`config.mk`:
```
export PLATFORM = sky130hd
export DESIGN_NAME = led_pattern_sequencer_flat
export DESIGN_NICKNAME = d
export VERILOG_FILES = /design/src/rtl/core/lps_pkg.sv /design/src/rtl/core/lps_if.sv /design/src/rtl/core/led_pattern_sequencer.sv /design/src/rtl/core/lps_cfg.sv /design/src/rtl/core/lps_step.sv /design/src/flat_wrapper.sv
export VERILOG_INCLUDE_DIRS = /design/src /design/src/rtl/core
export SDC_FILE = /design/constraint.sdc
export NUM_CORES = 1
export LEC_CHECK = 0
export BUFFER_PORTS_ARGS = -buffer_cell sky130_fd_sc_hd__buf_2
export CAP_MARGIN = 20
export CORE_MARGIN = 4
export CORE_UTILIZATION = 25
export DETAILED_ROUTE_END_ITERATION = 10
export PLACE_DENSITY_LB_ADDON = 0.1
export SETUP_SLACK_MARGIN = 0.02
export SYNTH_ARGS = -nofsm -noshare
export SYNTH_HDL_FRONTEND = slang
export SYNTH_HIERARCHICAL = 1
export SYNTH_SLANG_ARGS = --single-unit
```
`constraint.sdc`:
```
create_clock -name clk -period 2.94 [get_ports clk]
set_clock_uncertainty 0.05 [all_clocks]
set_input_delay 0.147 -clock clk [delete_from_list [all_inputs] [get_ports clk]]
set_output_delay 0.147 -clock clk [all_outputs]
set_load 0.01 [all_outputs]
```
`src/rtl/core/led_pattern_sequencer_macros.svh`:
```
// ----------------------------------------------------------------------------
// LED pattern sequencer assertion macros
// Concurrent assertion wrappers, empty in synthesis builds.
// ----------------------------------------------------------------------------
`ifndef LED_PATTERN_SEQUENCER_MACROS_SVH
`define LED_PATTERN_SEQUENCER_MACROS_SVH

`ifndef SYNTHESIS

// same-cycle implication
`define LPS_ASSERT_IMP(lbl, clk, rst, ante, cons, msg) \
  lbl: assert property (@(posedge clk) disable iff (rst) (ante) |-> (cons)) \
    else $error(msg);

// next-cycle implication
`define LPS_ASSERT_NXT(lbl, clk, rst, ante, cons, msg) \
  lbl: assert property (@(posedge clk) disable iff (rst) (ante) |=> (cons)) \
    else $error(msg);

`else

`define LPS_ASSERT_IMP(lbl, clk, rst, ante, cons, msg)
`define LPS_ASSERT_NXT(lbl, clk, rst, ante, cons, msg)

`endif

`endif

```
`src/rtl/core/lps_pkg.sv`:
```
// ----------------------------------------------------------------------------
// LED pattern sequencer package
// Shared types, pattern codes, register indexes and constants.
// ----------------------------------------------------------------------------
`default_nettype none

package lps_pkg;

  // pattern codes
  localparam logic [2:0] PAT_LEFT_DOT     = 3'd0;
  localparam logic [2:0] PAT_RIGHT_DOT    = 3'd1;
  localparam logic [2:0] PAT_LEFT_FILL    = 3'd2;
  localparam logic [2:0] PAT_RIGHT_FILL   = 3'd3;
  localparam logic [2:0] PAT_FLOWER_OPEN  = 3'd4;
  localparam logic [2:0] PAT_FLOWER_CLOSE = 3'd5;

  // configuration register indexes
  localparam int unsigned CFG_INDEX_W = 2;
  localparam logic [CFG_INDEX_W-1:0] CFG_FAST_PERIOD = 2'd0;
  localparam logic [CFG_INDEX_W-1:0] CFG_SLOW_PERIOD = 2'd1;

  localparam int unsigned PERIOD_W = 10;
  localparam logic [PERIOD_W-1:0] FAST_PERIOD_RESET = 10'd30;
  localparam logic [PERIOD_W-1:0] SLOW_PERIOD_RESET = 10'd100;
  localparam logic [PERIOD_W-1:0] COUNT_MAX         = 10'd1023;

  localparam logic [3:0] LEN_LONG  = 4'd8;
  localparam logic [3:0] LEN_SHORT = 4'd4;

  // LED bit patterns
  localparam logic [7:0] LED_LOW_BIT    = 8'h01;
  localparam logic [7:0] LED_HIGH_BIT   = 8'h80;
  localparam logic [7:0] LED_CENTRE_UP  = 8'h10;
  localparam logic [7:0] LED_CENTRE_DN  = 8'h08;
  localparam logic [7:0] LED_UPPER_HALF = 8'hf0;
  localparam logic [7:0] LED_LOWER_HALF = 8'h0f;

  typedef struct packed {
    logic [PERIOD_W-1:0] fast;
    logic [PERIOD_W-1:0] slow;
  } periods_t;

  typedef struct packed {
    logic [2:0]          pattern;
    logic [3:0]          step;
    logic [PERIOD_W-1:0] count;
    logic [7:0]          led;
  } seq_state_t;

endpackage

`default_nettype wire

```
`src/rtl/core/lps_if.sv`:
```
// ----------------------------------------------------------------------------
// LED pattern sequencer channels
// Valid/ready channels for tick items and LED result items.
// ----------------------------------------------------------------------------
`default_nettype none

// tick item channel
interface lps_item_if;
  logic valid;
  logic ready;
  logic tick;

  modport source (output valid, output tick, input ready);
  modport sink   (input valid, input tick, output ready);
endinterface

// result item channel
interface lps_result_if;
  logic       valid;
  logic       ready;
  logic [7:0] led_bits;
  logic [2:0] pattern_number;
  logic       pattern_ended;

  modport source (output valid, output led_bits, output pattern_number,
                  output pattern_ended, input ready);
  modport sink   (input valid, input led_bits, input pattern_number,
                  input pattern_ended, output ready);
endinterface

`default_nettype wire

```
`src/rtl/core/led_pattern_sequencer.sv`:
```
// ----------------------------------------------------------------------------
// LED pattern sequencer
// Steps eight LEDs through six chaser patterns, one tick item at a time.
// ----------------------------------------------------------------------------
//  Channel   Direction  Handshake      Payload
//  item      sink       valid/ready    tick
//  result    source     valid/ready    led_bits, pattern_number, pattern_ended
//  cfg       sink       cfg_we         cfg_index, cfg_wdata
//
//  One item per clock while the result is not stalled: the step logic is plain
//  compare, shift and OR logic between the state registers and the result register.
//  An item is taken whenever the result register is empty or being emptied.
//  Synchronous reset clears the sequence state, periods go to 30 and 100.
//  A stalled result holds its register and stops further items.
// ----------------------------------------------------------------------------
`default_nettype none

`include "led_pattern_sequencer_macros.svh"

module led_pattern_sequencer (
  input  wire logic                            clk,
  input  wire logic                            rst,
  lps_item_if.sink                             item,
  lps_result_if.source                         result,
  input  wire logic                            cfg_we,
  input  wire logic [lps_pkg::CFG_INDEX_W-1:0] cfg_index,
  input  wire logic [lps_pkg::PERIOD_W-1:0]    cfg_wdata
);

  lps_pkg::periods_t   periods;
  lps_pkg::seq_state_t state;
  lps_pkg::seq_state_t state_next;
  logic                ended;
  logic                item_acc;
  logic                res_valid;
  logic [7:0]          res_led;
  logic [2:0]          res_pattern;
  logic                res_ended;

  lps_cfg u_cfg (
    .clk      (clk),
    .rst      (rst),
    .cfg_we   (cfg_we),
    .cfg_index(cfg_index),
    .cfg_wdata(cfg_wdata),
    .periods  (periods)
  );

  lps_step u_step (
    .cur    (state),
    .periods(periods),
    .tick   (item.tick),
    .nxt    (state_next),
    .ended  (ended)
  );

  // accept when the result register is free this cycle
  assign item.ready = !res_valid || result.ready;
  assign item_acc   = item.valid && item.ready;

  // sequence state
  always_ff @(posedge clk) begin
    if (rst) begin
      state <= '0;
    end else if (item_acc) begin
      state <= state_next;
    end
  end

  // result register control
  always_ff @(posedge clk) begin
    if (rst) begin
      res_valid <= 1'b0;
    end else if (item_acc) begin
      res_valid <= 1'b1;
    end else if (result.ready) begin
      res_valid <= 1'b0;
    end
  end

  // result payload
  always_ff @(posedge clk) begin
    if (item_acc) begin
      res_led     <= state_next.led;
      res_pattern <= state_next.pattern;
      res_ended   <= ended;
    end
  end

  assign result.valid          = res_valid;
  assign result.led_bits       = res_led;
  assign result.pattern_number = res_pattern;
  assign result.pattern_ended  = res_ended;

  // checks
  `LPS_ASSERT_IMP(a_pattern_range, clk, rst, 1'b1,
                  state.pattern <= lps_pkg::PAT_FLOWER_CLOSE, "pattern out of range")
  `LPS_ASSERT_IMP(a_step_range, clk, rst, 1'b1,
                  state.step <= lps_pkg::LEN_LONG, "step index out of range")
  `LPS_ASSERT_IMP(a_ended_clear, clk, rst, res_valid && res_ended,
                  res_led == 8'h00 && state.step == 4'd0, "pattern end without clear")
  `LPS_ASSERT_NXT(a_idle_tick, clk, rst, item_acc && !item.tick,
                  $stable(state), "state moved without a tick")

endmodule

`default_nettype wire

```
`src/rtl/core/lps_cfg.sv`:
```
// ----------------------------------------------------------------------------
// LED pattern sequencer configuration registers
// Holds the fast and slow step periods written through the write port.
// ----------------------------------------------------------------------------
`default_nettype none

module lps_cfg (
  input  wire logic                           clk,
  input  wire logic                           rst,
  input  wire logic                           cfg_we,
  input  wire logic [lps_pkg::CFG_INDEX_W-1:0] cfg_index,
  input  wire logic [lps_pkg::PERIOD_W-1:0]    cfg_wdata,
  output lps_pkg::periods_t                   periods
);

  lps_pkg::periods_t regs;

  // register writes, unknown indexes ignored
  always_ff @(posedge clk) begin
    if (rst) begin
      regs.fast <= lps_pkg::FAST_PERIOD_RESET;
      regs.slow <= lps_pkg::SLOW_PERIOD_RESET;
    end else if (cfg_we) begin
      case (cfg_index)
        lps_pkg::CFG_FAST_PERIOD: regs.fast <= cfg_wdata;
        lps_pkg::CFG_SLOW_PERIOD: regs.slow <= cfg_wdata;
        default: ;
      endcase
    end
  end

  assign periods = regs;

endmodule

`default_nettype wire

```
`src/rtl/core/lps_step.sv`:
```
// ----------------------------------------------------------------------------
// LED pattern sequencer step logic
// Next state of counter, step, pattern and LEDs for one tick item.
// ----------------------------------------------------------------------------
`default_nettype none

module lps_step (
  input  wire lps_pkg::seq_state_t cur,
  input  wire lps_pkg::periods_t   periods,
  input  wire logic                tick,
  output lps_pkg::seq_state_t      nxt,
  output logic                     ended
);

  logic [lps_pkg::PERIOD_W-1:0] cnt_inc;
  logic [lps_pkg::PERIOD_W-1:0] period;
  logic [3:0]                   length;
  logic [2:0]                   sh;
  logic [7:0]                   led_step;

  // saturating count, period and length of the active pattern
  assign cnt_inc = (cur.count == lps_pkg::COUNT_MAX) ? cur.count
                                                      : cur.count + 10'd1;
  assign period  = (cur.pattern == lps_pkg::PAT_FLOWER_OPEN) ? periods.slow
                                                              : periods.fast;
  assign length  = (cur.pattern == lps_pkg::PAT_FLOWER_OPEN ||
                    cur.pattern == lps_pkg::PAT_FLOWER_CLOSE) ? lps_pkg::LEN_SHORT
                                                               : lps_pkg::LEN_LONG;
  assign sh      = cur.step[2:0];

  // LED value for the current step
  always_comb begin
    case (cur.pattern)
      lps_pkg::PAT_RIGHT_DOT:   led_step = lps_pkg::LED_HIGH_BIT >> sh;
      lps_pkg::PAT_LEFT_FILL:   led_step = cur.led | (lps_pkg::LED_LOW_BIT << sh);
      lps_pkg::PAT_RIGHT_FILL:  led_step = cur.led | (lps_pkg::LED_HIGH_BIT >> sh);
      lps_pkg::PAT_FLOWER_OPEN: led_step = cur.led | (lps_pkg::LED_CENTRE_UP << sh)
                                                   | (lps_pkg::LED_CENTRE_DN >> sh);
      lps_pkg::PAT_FLOWER_CLOSE:
        led_step = ((lps_pkg::LED_UPPER_HALF >> sh) & lps_pkg::LED_UPPER_HALF) |
                   ((lps_pkg::LED_LOWER_HALF << sh) & lps_pkg::LED_LOWER_HALF);
      default:                  led_step = lps_pkg::LED_LOW_BIT << sh;
    endcase
  end

  // counter compare, then either a step or the move to the next pattern
  always_comb begin
    nxt   = cur;
    ended = 1'b0;
    if (tick) begin
      nxt.count = cnt_inc;
      if (cnt_inc >= period) begin
        nxt.count = '0;
        if (cur.step >= length) begin
          nxt.led     = '0;
          nxt.step    = '0;
          nxt.pattern = (cur.pattern >= lps_pkg::PAT_FLOWER_CLOSE) ? lps_pkg::PAT_LEFT_DOT
                                                                   : cur.pattern + 3'd1;
          ended       = 1'b1;
        end else begin
          nxt.led  = led_step;
          nxt.step = cur.step + 4'd1;
        end
      end
    end
  end

endmodule

`default_nettype wire

```
`src/flat_wrapper.sv`:
```
// flat-port wrapper written by rule: the top's interface ports become plain ports
module led_pattern_sequencer_flat 
  (clk, rst, cfg_we, cfg_index, cfg_wdata, item_valid, item_tick, item_ready, result_valid, result_led_bits, result_pattern_number, result_pattern_ended, result_ready);
  lps_item_if item_i ();
  lps_result_if result_i ();
  input  wire logic clk;
  input  wire logic rst;
  input  wire logic cfg_we;
  input  wire logic [lps_pkg::CFG_INDEX_W-1:0] cfg_index;
  input  wire logic [lps_pkg::PERIOD_W-1:0] cfg_wdata;
  input wire logic [$bits(item_i.valid)-1:0] item_valid;
  input wire logic [$bits(item_i.tick)-1:0] item_tick;
  output wire logic [$bits(item_i.ready)-1:0] item_ready;
  output wire logic [$bits(result_i.valid)-1:0] result_valid;
  output wire logic [$bits(result_i.led_bits)-1:0] result_led_bits;
  output wire logic [$bits(result_i.pattern_number)-1:0] result_pattern_number;
  output wire logic [$bits(result_i.pattern_ended)-1:0] result_pattern_ended;
  input wire logic [$bits(result_i.ready)-1:0] result_ready;
  assign item_i.valid = item_valid;
  assign item_i.tick = item_tick;
  assign item_ready = item_i.ready;
  assign result_valid = result_i.valid;
  assign result_led_bits = result_i.led_bits;
  assign result_pattern_number = result_i.pattern_number;
  assign result_pattern_ended = result_i.pattern_ended;
  assign result_i.ready = result_ready;
  led_pattern_sequencer u_core (.clk(clk), .rst(rst), .item(item_i), .result(result_i), .cfg_we(cfg_we), .cfg_index(cfg_index), .cfg_wdata(cfg_wdata));
endmodule
```
Yosys cells after proc, flatten, opt, wreduce, memory -nomap -nowiden
Cells that the tools add are included.

Add/subtract/negate cells: 3. Order comparisons: 3. Equality and inequality tests: 7. Shift-type cells: 6. Muxes and demuxes: 13. Bitwise gates (word level): 5. Reduce and logical (&&, ||, !) cells: 11.

Operators with widths (count): 25-bit two-way mux (2); 8-bit one-hot mux with 5 select lines (1); 8-bit OR (4); 10-bit two-way mux (2); 8-bit by 3-bit right shift with 8-bit output, first input constant (2); 10-bit by 1-bit adder with 10-bit output, second input constant (1); 10-bit == test, second input constant (1); 10-bit greater-or-equal comparator (1); 4-bit two-way mux (2); 8-bit two-way mux (1); 8-bit by 4-bit OR with 8-bit output (1); 2-bit AND reduction (4); 1-bit by 3-bit left shift with 8-bit output, first input constant (1); 5-bit by 3-bit left shift with 8-bit output, first input constant (1); 4-bit by 3-bit right shift with 8-bit output, first input constant (1); 3-bit by 2-bit == test with 1-bit output, second input constant (2); 3-bit == test, second input constant (2); 3-bit two-way mux (2); 4-bit by 1-bit adder with 4-bit output, second input constant (1); 4-bit greater-or-equal comparator (1); 4-bit by 3-bit left shift with 4-bit output, first input constant (1); 3-bit by 1-bit adder with 3-bit output, second input constant (1); 3-bit by 1-bit == test with 1-bit output, second input constant (1); 3-bit greater-or-equal comparator, second input constant (1); other kinds (8) (11).

Flip-flop bits (word level): 58. Bits of input ports: 18. Output and inout bits: 14. Word-level logic and storage cells: 58.

Depth between registers and ports, before layout
Gate-level depths: netlist (run 1).

Depth after elaboration: 7. Depth in mapped cells: 15. Mapped depth without buffers: 13.

By module
The synthesis (run 1) kept the hierarchy.

Modules (own cells, without submodules): led_pattern_sequencer (instances 1, cells an instance 132, area an instance 1589.0 um2, seq. area each 880.8 um2); lps_step (instances 1, cells an instance 228, area an instance 1571.5 um2, seq. area each 0.0 um2); lps_cfg (instances 1, cells an instance 84, area an instance 860.8 um2, seq. area each 400.4 um2).

Worst setup path after synthesis (run 1)
Ideal clock, no wire load.

Kind: register -> register. Start point: register u_core/state[8] (netlist name). End point: register u_core/state[0] (netlist name). Setup time: 66 ps. Arrival: 3029 ps. Required time: 2824 ps. Setup slack: -206 ps. Cell stages (with the launch flop): 15. Buffers on the path: 1. Period minus slack after synthesis: 3146 ps. Path through: dfxtp_1 > ha_1 > and4_1 > and2_1 > nand3_1 > mux2_2 > ha_1 > nand4_1 > a211oi_1 > or2_2 > o21ai_1 > clkbuf_1 > o32ai_1 > nand3_1 > a21oi_2.

RTL lines: start: declaration (RTL line led_pattern_sequencer.sv:31) `lps_pkg::seq_state_t state;`; start signal: assignment (RTL line led_pattern_sequencer.sv:66) `state <= state_next;`.

Worst setup path after layout (run 1)
Start point: register u_core/state[9] (netlist name). End point: register u_core/state[11] (netlist name).

Word-level cells in the longest chain between the ends: 4. Elaborated cells between the ends (all ways): 5. Classes of those cells: add/sub (1); order compare (1); eq/ne (1); mux (2).

Ends and longest elaborated chain: 10-bit by 1-bit adder with 10-bit output / 10-bit == test (equally long branches) (RTL line lps_step.sv:23, lps_step.sv:22); 10-bit two-way mux (*) (RTL line lps_step.sv:22) `assign cnt_inc = (cur.count == lps_pkg::COUNT_MAX) ? cur.count`; 10-bit greater-or-equal comparator (RTL line lps_step.sv:52) `if (cnt_inc >= period) begin`; 25-bit two-way mux (*) (RTL line lps_step.sv:52).

Every way passes the cells marked *; elsewhere a longest branch is shown, timed or not. A chain may end at the register's enable or synchronous reset.

==> reports/qor.yml, run 1 <==
status: "complete, but fails checks"
violations: "setup timing"
antenna_found_initial: 0
cp.required_ns: 3.08
stdcell_area_sq_um: 5690
syn_nets: 487
grt_start_max_net_pins: 54
synth-seq-cells: 58
cts_sinks: 58
arrival_ns: 3.35
final_util_pct: 35.9
slew_headroom_pct: 40.5
placed_area_sq_um: 4820
grt_pass1_vias: 3707
cp_max_fo: 8
io-pin-count: 32
cellLeakagePower_nw: 2.22
min_path_type: "input pin to register"
num_antenna_cells: 0
finalWorstSetupSlack_ns: -0.273
drive_above_1_share_pct: 40.4
ctsRootBufferMaster: "clkbuf_16"
ff2ff_path_depth: 16
clk_pin_slew_worst_paths_ns: 0.05
setup_violations: 37
initial_core_util_pct: 25.4
rsz0062_at_grt: "yes"
vias: 3617
placementRows: 46
wl_per_cell_microns: 15.4
viasPerCell: 4.78
yosys_warnings: 6
grt_pass1_wl_microns: 19200
synth_cell_type_count: 64
worst_pin_slew_ns: 0.889
postRouteWirelength_microns: 11600
cts_tree: "built"
setup_tns_ns: -6.82
cts.path.max_buffers: 2
slew_viol_final: 0
dieArea_sq_um: 18200
min_path_cells: 3
layout_common_cells: "buf_4, dfxtp_1, buf_2, nand3_1, mux2i_1"
path_class: "register to register"
h-tree-depth: 3
postSynthAreaPerCell_sq_um: 9.06
fin_crit_sh_pct: 109
netlist_area_sq_um: 4020
core_region_area_sq_um: 15800
die_x_microns: 135
ys.flop_type: "dfxtp_1"
die_y_microns: 135
cts_made_buffers: 9
areaGrowthSynthToFinish_pct: 41.4
grt-ovfl-total: 0
drtIter0Drc: 165
insertion_delay_ns: 0.34
numPortBuffers: 31
end_kind: "register"
syn_inst: 444
pre_cts_ws_ns: -0.322
final_nets: 578
worstSetupStartpointType: "register"
hpwlAfterDp_microns: 8050
clock.fmax_ghz: 0.311
synth_edf_count: 12
period_needed_ns: 3.21
peakVddDrop_mv: 0.268
firstDrtPassIters: 4
final_common_cell: "buf_4"
cap_violations: 0
drc: 0
final_hold_viol_count: 0
nFillCells: 1615
antenna_left: 0
p_per_area_nw_per_um2: 364
ys_seq_area_share_pct: 31.9
grt_usage_pct: 13.3
place_congestion: 0.869
ctsHoldBuffers: 0
async_flop_share_pct: 0
## critical path, stage by stage (launching register included)
cell	delay, ns
dfxtp_2	0.34
ha_4	0.13
and4_4	0.23
and2_4	0.17
nand3_2	0.08
mux2_4	0.33
ha_4	0.26
nand4_1	0.14
buf_4	0.18
o31a_1	0.26
buf_6	0.15
buf_6	0.11
buf_8	0.13
a31o_1	0.17
a22o_1	0.18
nand3_1	0.08
a21oi_2	0.07
## timing repair
item / in CTS / in global routing
cloned: 1 / 0
resized for setup: 58 / 20
endpoints found under the setup margin: 37 / 37
setup buffers: 11 / 10
pin swaps: 27 / 15
## metal layers
metal / wire length (microns) / vias up / global-route usage (%)
met5: 0 / - / 0
met4: 149 / 0 / 5.03
met3: 305 / 12 / 3.32
met2: 5810 / 52 / 22.5
met1: 5350 / 1737 / 16.4
li1: - / 1816 / -
## synth_stat cells, types with 13 or more instances
cell type / count / area, sq um
ha_1: 25 / 313
nor2_1: 24 / 90.1
a21oi_2: 23 / 201
nand2_1: 20 / 75.1
dfxtp_1: 46 / 921
inv_1: 15 / 56.3
nand3_1: 42 / 210
nand2b_1: 26 / 163
a21bo_1: 23 / 230
clkbuf_1: 13 / 48.8
a21oi_1: 23 / 115
mux2i_1: 31 / 310
## power by group
part	leakage, nW	total (mW)	internal (mW)	switching [mW]
logic	1.58	0.167	0.0679	0.0993
clock network	0.149	1.06	0.675	0.386
registers	0.496	0.840	0.832	0.00849
## registers in the layout, summed over array words and instances, names as in the netlist
signal                        cells
u_core/state                     25
u_core/u_cfg/periods             20
u_core/result.led_bits            8
u_core/result.pattern_number      3
u_core/result.pattern_ended       1
u_core/result.valid               1
## cell families after synthesis
kind of cell	synth area share [%]
buf+inv	6.28
flops	31.9
fa+ha+maj	7.78
compound gates	25.2
xor+xnor	0.654
mux	8.84
simple gates	19.4
## final timing paths
check	endpoint	slack, ns	from
worst min register to register	u_core/u_cfg/periods[10]	0.42	u_core/u_cfg/periods[10]
worst min-delay path	u_core/u_cfg/periods[1]	0.03	cfg_wdata[1]
worst max register to register	u_core/state[11]	-0.27	u_core/state[9]
worst max-delay path	u_core/state[11]	-0.27	u_core/state[9]
## cell type report
| class | count | area [sq um] | area share, % |
|---|---|---|---|
| Clock inverter | 5 | 53.8 | 0.946 |
| Clock buffer | 11 | 243 | 4.27 |
| Timing Repair Buffer | 114 | 886 | 15.6 |
| Tap cell | 216 | 270 | 4.75 |
| Inverter | 16 | 60.1 | 1.06 |
| Multi-Input combinational cell | 336 | 2890 | 50.8 |
| Sequential cell | 58 | 1280 | 22.6 |
## metrics by stage
stage | cells | hold slack, ns | total power [mW]
global placement | 721 | 0.370 | 1.01
CTS | 746 | 0.0113 | 2.11
finish | 756 | 0.0266 | 2.07
floorplan | 444 | 0.252 | 0.958
detailed placement | 721 | 0.381 | 1.01
global route | 756 | 0.0177 | 2.15
Note: power is estimated with default switching activity, not from simulation.
==> inputs of run 2 (changes only) <==
- CORE_MARGIN: 4 -> 2
==> reports/qor.yml, run 2 (synthesis gave the netlist of run 1 again) <==
placementRows: 46
drtIter0Drc: 142
layout_common_cells: "buf_4, dfxtp_1, nand3_1, buf_2, mux2i_1"
ctsRootBufferMaster: "clkbuf_16"
firstDrtPassIters: 4
min_path_type: "input pin to register"
grt_usage_pct: 14.8
path_class: "register to register"
areaGrowthSynthToFinish_pct: 34.3
h-tree-depth: 3
arrival_ns: 3.41
rsz0062_at_grt: "yes"
end_kind: "register"
io-pin-count: 32
placed_area_sq_um: 4820
violations: "setup timing"
die_y_microns: 131
cellLeakagePower_nw: 2.16
initial_core_util_pct: 25.4
min_path_cells: 3
drc: 0
final_cells: 750
p_per_area_nw_per_um2: 372
cp_max_fo: 8
r2r_end: "u_core/state[18]"
dp.cells: 720
viasPerCell: 4.78
postRouteWirelength_microns: 11600
grt-ovfl-total: 0
ctsHoldBuffers: 0
min_to: "u_core/u_cfg/periods[11]"
largest_reg_flops: 25
fin_crit_sh_pct: 109
setup_violations: 36
final_hold_viol_count: 0
cts_made_buffers: 9
drive_above_1_share_pct: 36.1
slew_viol_final: 0
cts.path.max_buffers: 2
min-delay-start: "cfg_wdata[1]"
vias: 3582
die_x_microns: 131
multi_input_area_sq_um: 2730
worstSetupStartpointType: "register"
antenna_left: 0
finalWorstSetupSlack_ns: -0.260
worst_pin_slew_ns: 1.02
grt_pass1_wl_microns: 19500
r2r_slack_ns: -0.26
setup_tns_ns: -5.26
cts_sinks: 58
dieArea_sq_um: 17100
final_nets: 572
antenna_found_initial: 0
status: "complete, but fails checks"
grt_pass1_vias: 3682
top_layer: "met4"
numPortBuffers: 31
final_common_cell: "buf_4"
final_util_pct: 34.1
clock.fmax_ghz: 0.313
grt_start_max_net_pins: 54
nFillCells: 1662
seq_area_sq_um: 1290
cap_violations: 0
num_antenna_cells: 0
clk_pin_slew_worst_paths_ns: 0.06
ff2ff_path_depth: 14
wirelength_met1_microns: 5280
insertion_delay_ns: 0.33
core_region_area_sq_um: 15800
cts_tree: "built"
hpwlAfterDp_microns: 8030
wl_per_cell_microns: 15.5
slew_headroom_pct: 31.7
stdcell_area_sq_um: 5400
route.met3.wl_microns: 277
timing.rr.start: "u_core/state[9]"
dr_wl_met2_microns: 5910
largest-register: "u_core/state"
period_needed_ns: 3.20
peakVddDrop_mv: 0.242
cp.required_ns: 3.15
place_congestion: 0.816
run 2: cell types whose count changed in the layout (fill, tap and decap cells not counted), sizes merged:
cell	before	now
clkinvlp	0	1
buf	114	108
bufinv	1	0
run 2: layout make-up:
cell class	instances	share of cell area, %
Clock buffer	11	4.70
Clock inverter	5	0.509
Inverter	16	1.11
Multi-Input combinational cell	336	50.5
Sequential cell	58	23.9
Tap cell	216	5.00
Timing Repair Buffer	108	14.3
run 2: worst max-delay path by stage:
stage                         start                to  slack (ns)  cells after the start
floorplan           u_core/state[8]   u_core/state[4]        0.02                     13
global placement    u_core/state[9]   u_core/state[9]       -0.32                     15
detailed placement  u_core/state[9]   u_core/state[0]       -0.29                     15
CTS                 u_core/state[9]  u_core/state[20]       -0.22                     14
global route        u_core/state[9]   u_core/state[9]       -0.40                     16
finish              u_core/state[9]  u_core/state[18]       -0.26                     14
run 2: timing repair:
| item | 4_1_cts | 5_1_grt |
|---|---|---|
| setup buffers | 9 | 5 |
| pin swaps | 5 | 6 |
| endpoints found under the hold margin | 0 | 0 |
| cloned | 1 | 0 |
| setup endpoints to repair | 37 | 37 |
| gates resized for setup | 29 | 6 |
run 2: per-layer routing:
layer	global-route usage (%)	vias up
li1	-	1799
met1	18.0	1728
met2	25.9	46
met3	3.09	9
met4	4.76	0
met5	0	-
run 2: report_power, final:
group | internal (mW) | total [mW] | switching (mW)
clock | 0.615 | 1.00 | 0.386
sequential | 0.831 | 0.840 | 0.00919
combinational | 0.0686 | 0.169 | 0.100
run 2: worst max-delay path: stages, from the launching register on:
cell and delay (ns):
dfxtp_4 0.36, ha_4 0.13, and4_4 0.22, and2_4 0.15
nand3_2 0.08, mux2_4 0.32, ha_4 0.27, nand4_1 0.15
buf_4 0.17, o31a_1 0.25, buf_6 0.15, a2111oi_0 0.49
a21o_1 0.14, nand3_1 0.07, a21oi_2 0.13
run 2: metrics by stage:
step | power (mW) | worst slack [ns] | hold WS [ns]
CTS | 2.05 | -0.215 | 0.0246
floorplan | 0.958 | 0.0212 | 0.252
finish | 2.01 | -0.260 | 0.0390
detailed placement | 1.01 | -0.286 | 0.374
global route | 2.11 | -0.405 | 0.0404
global placement | 1.01 | -0.321 | 0.366
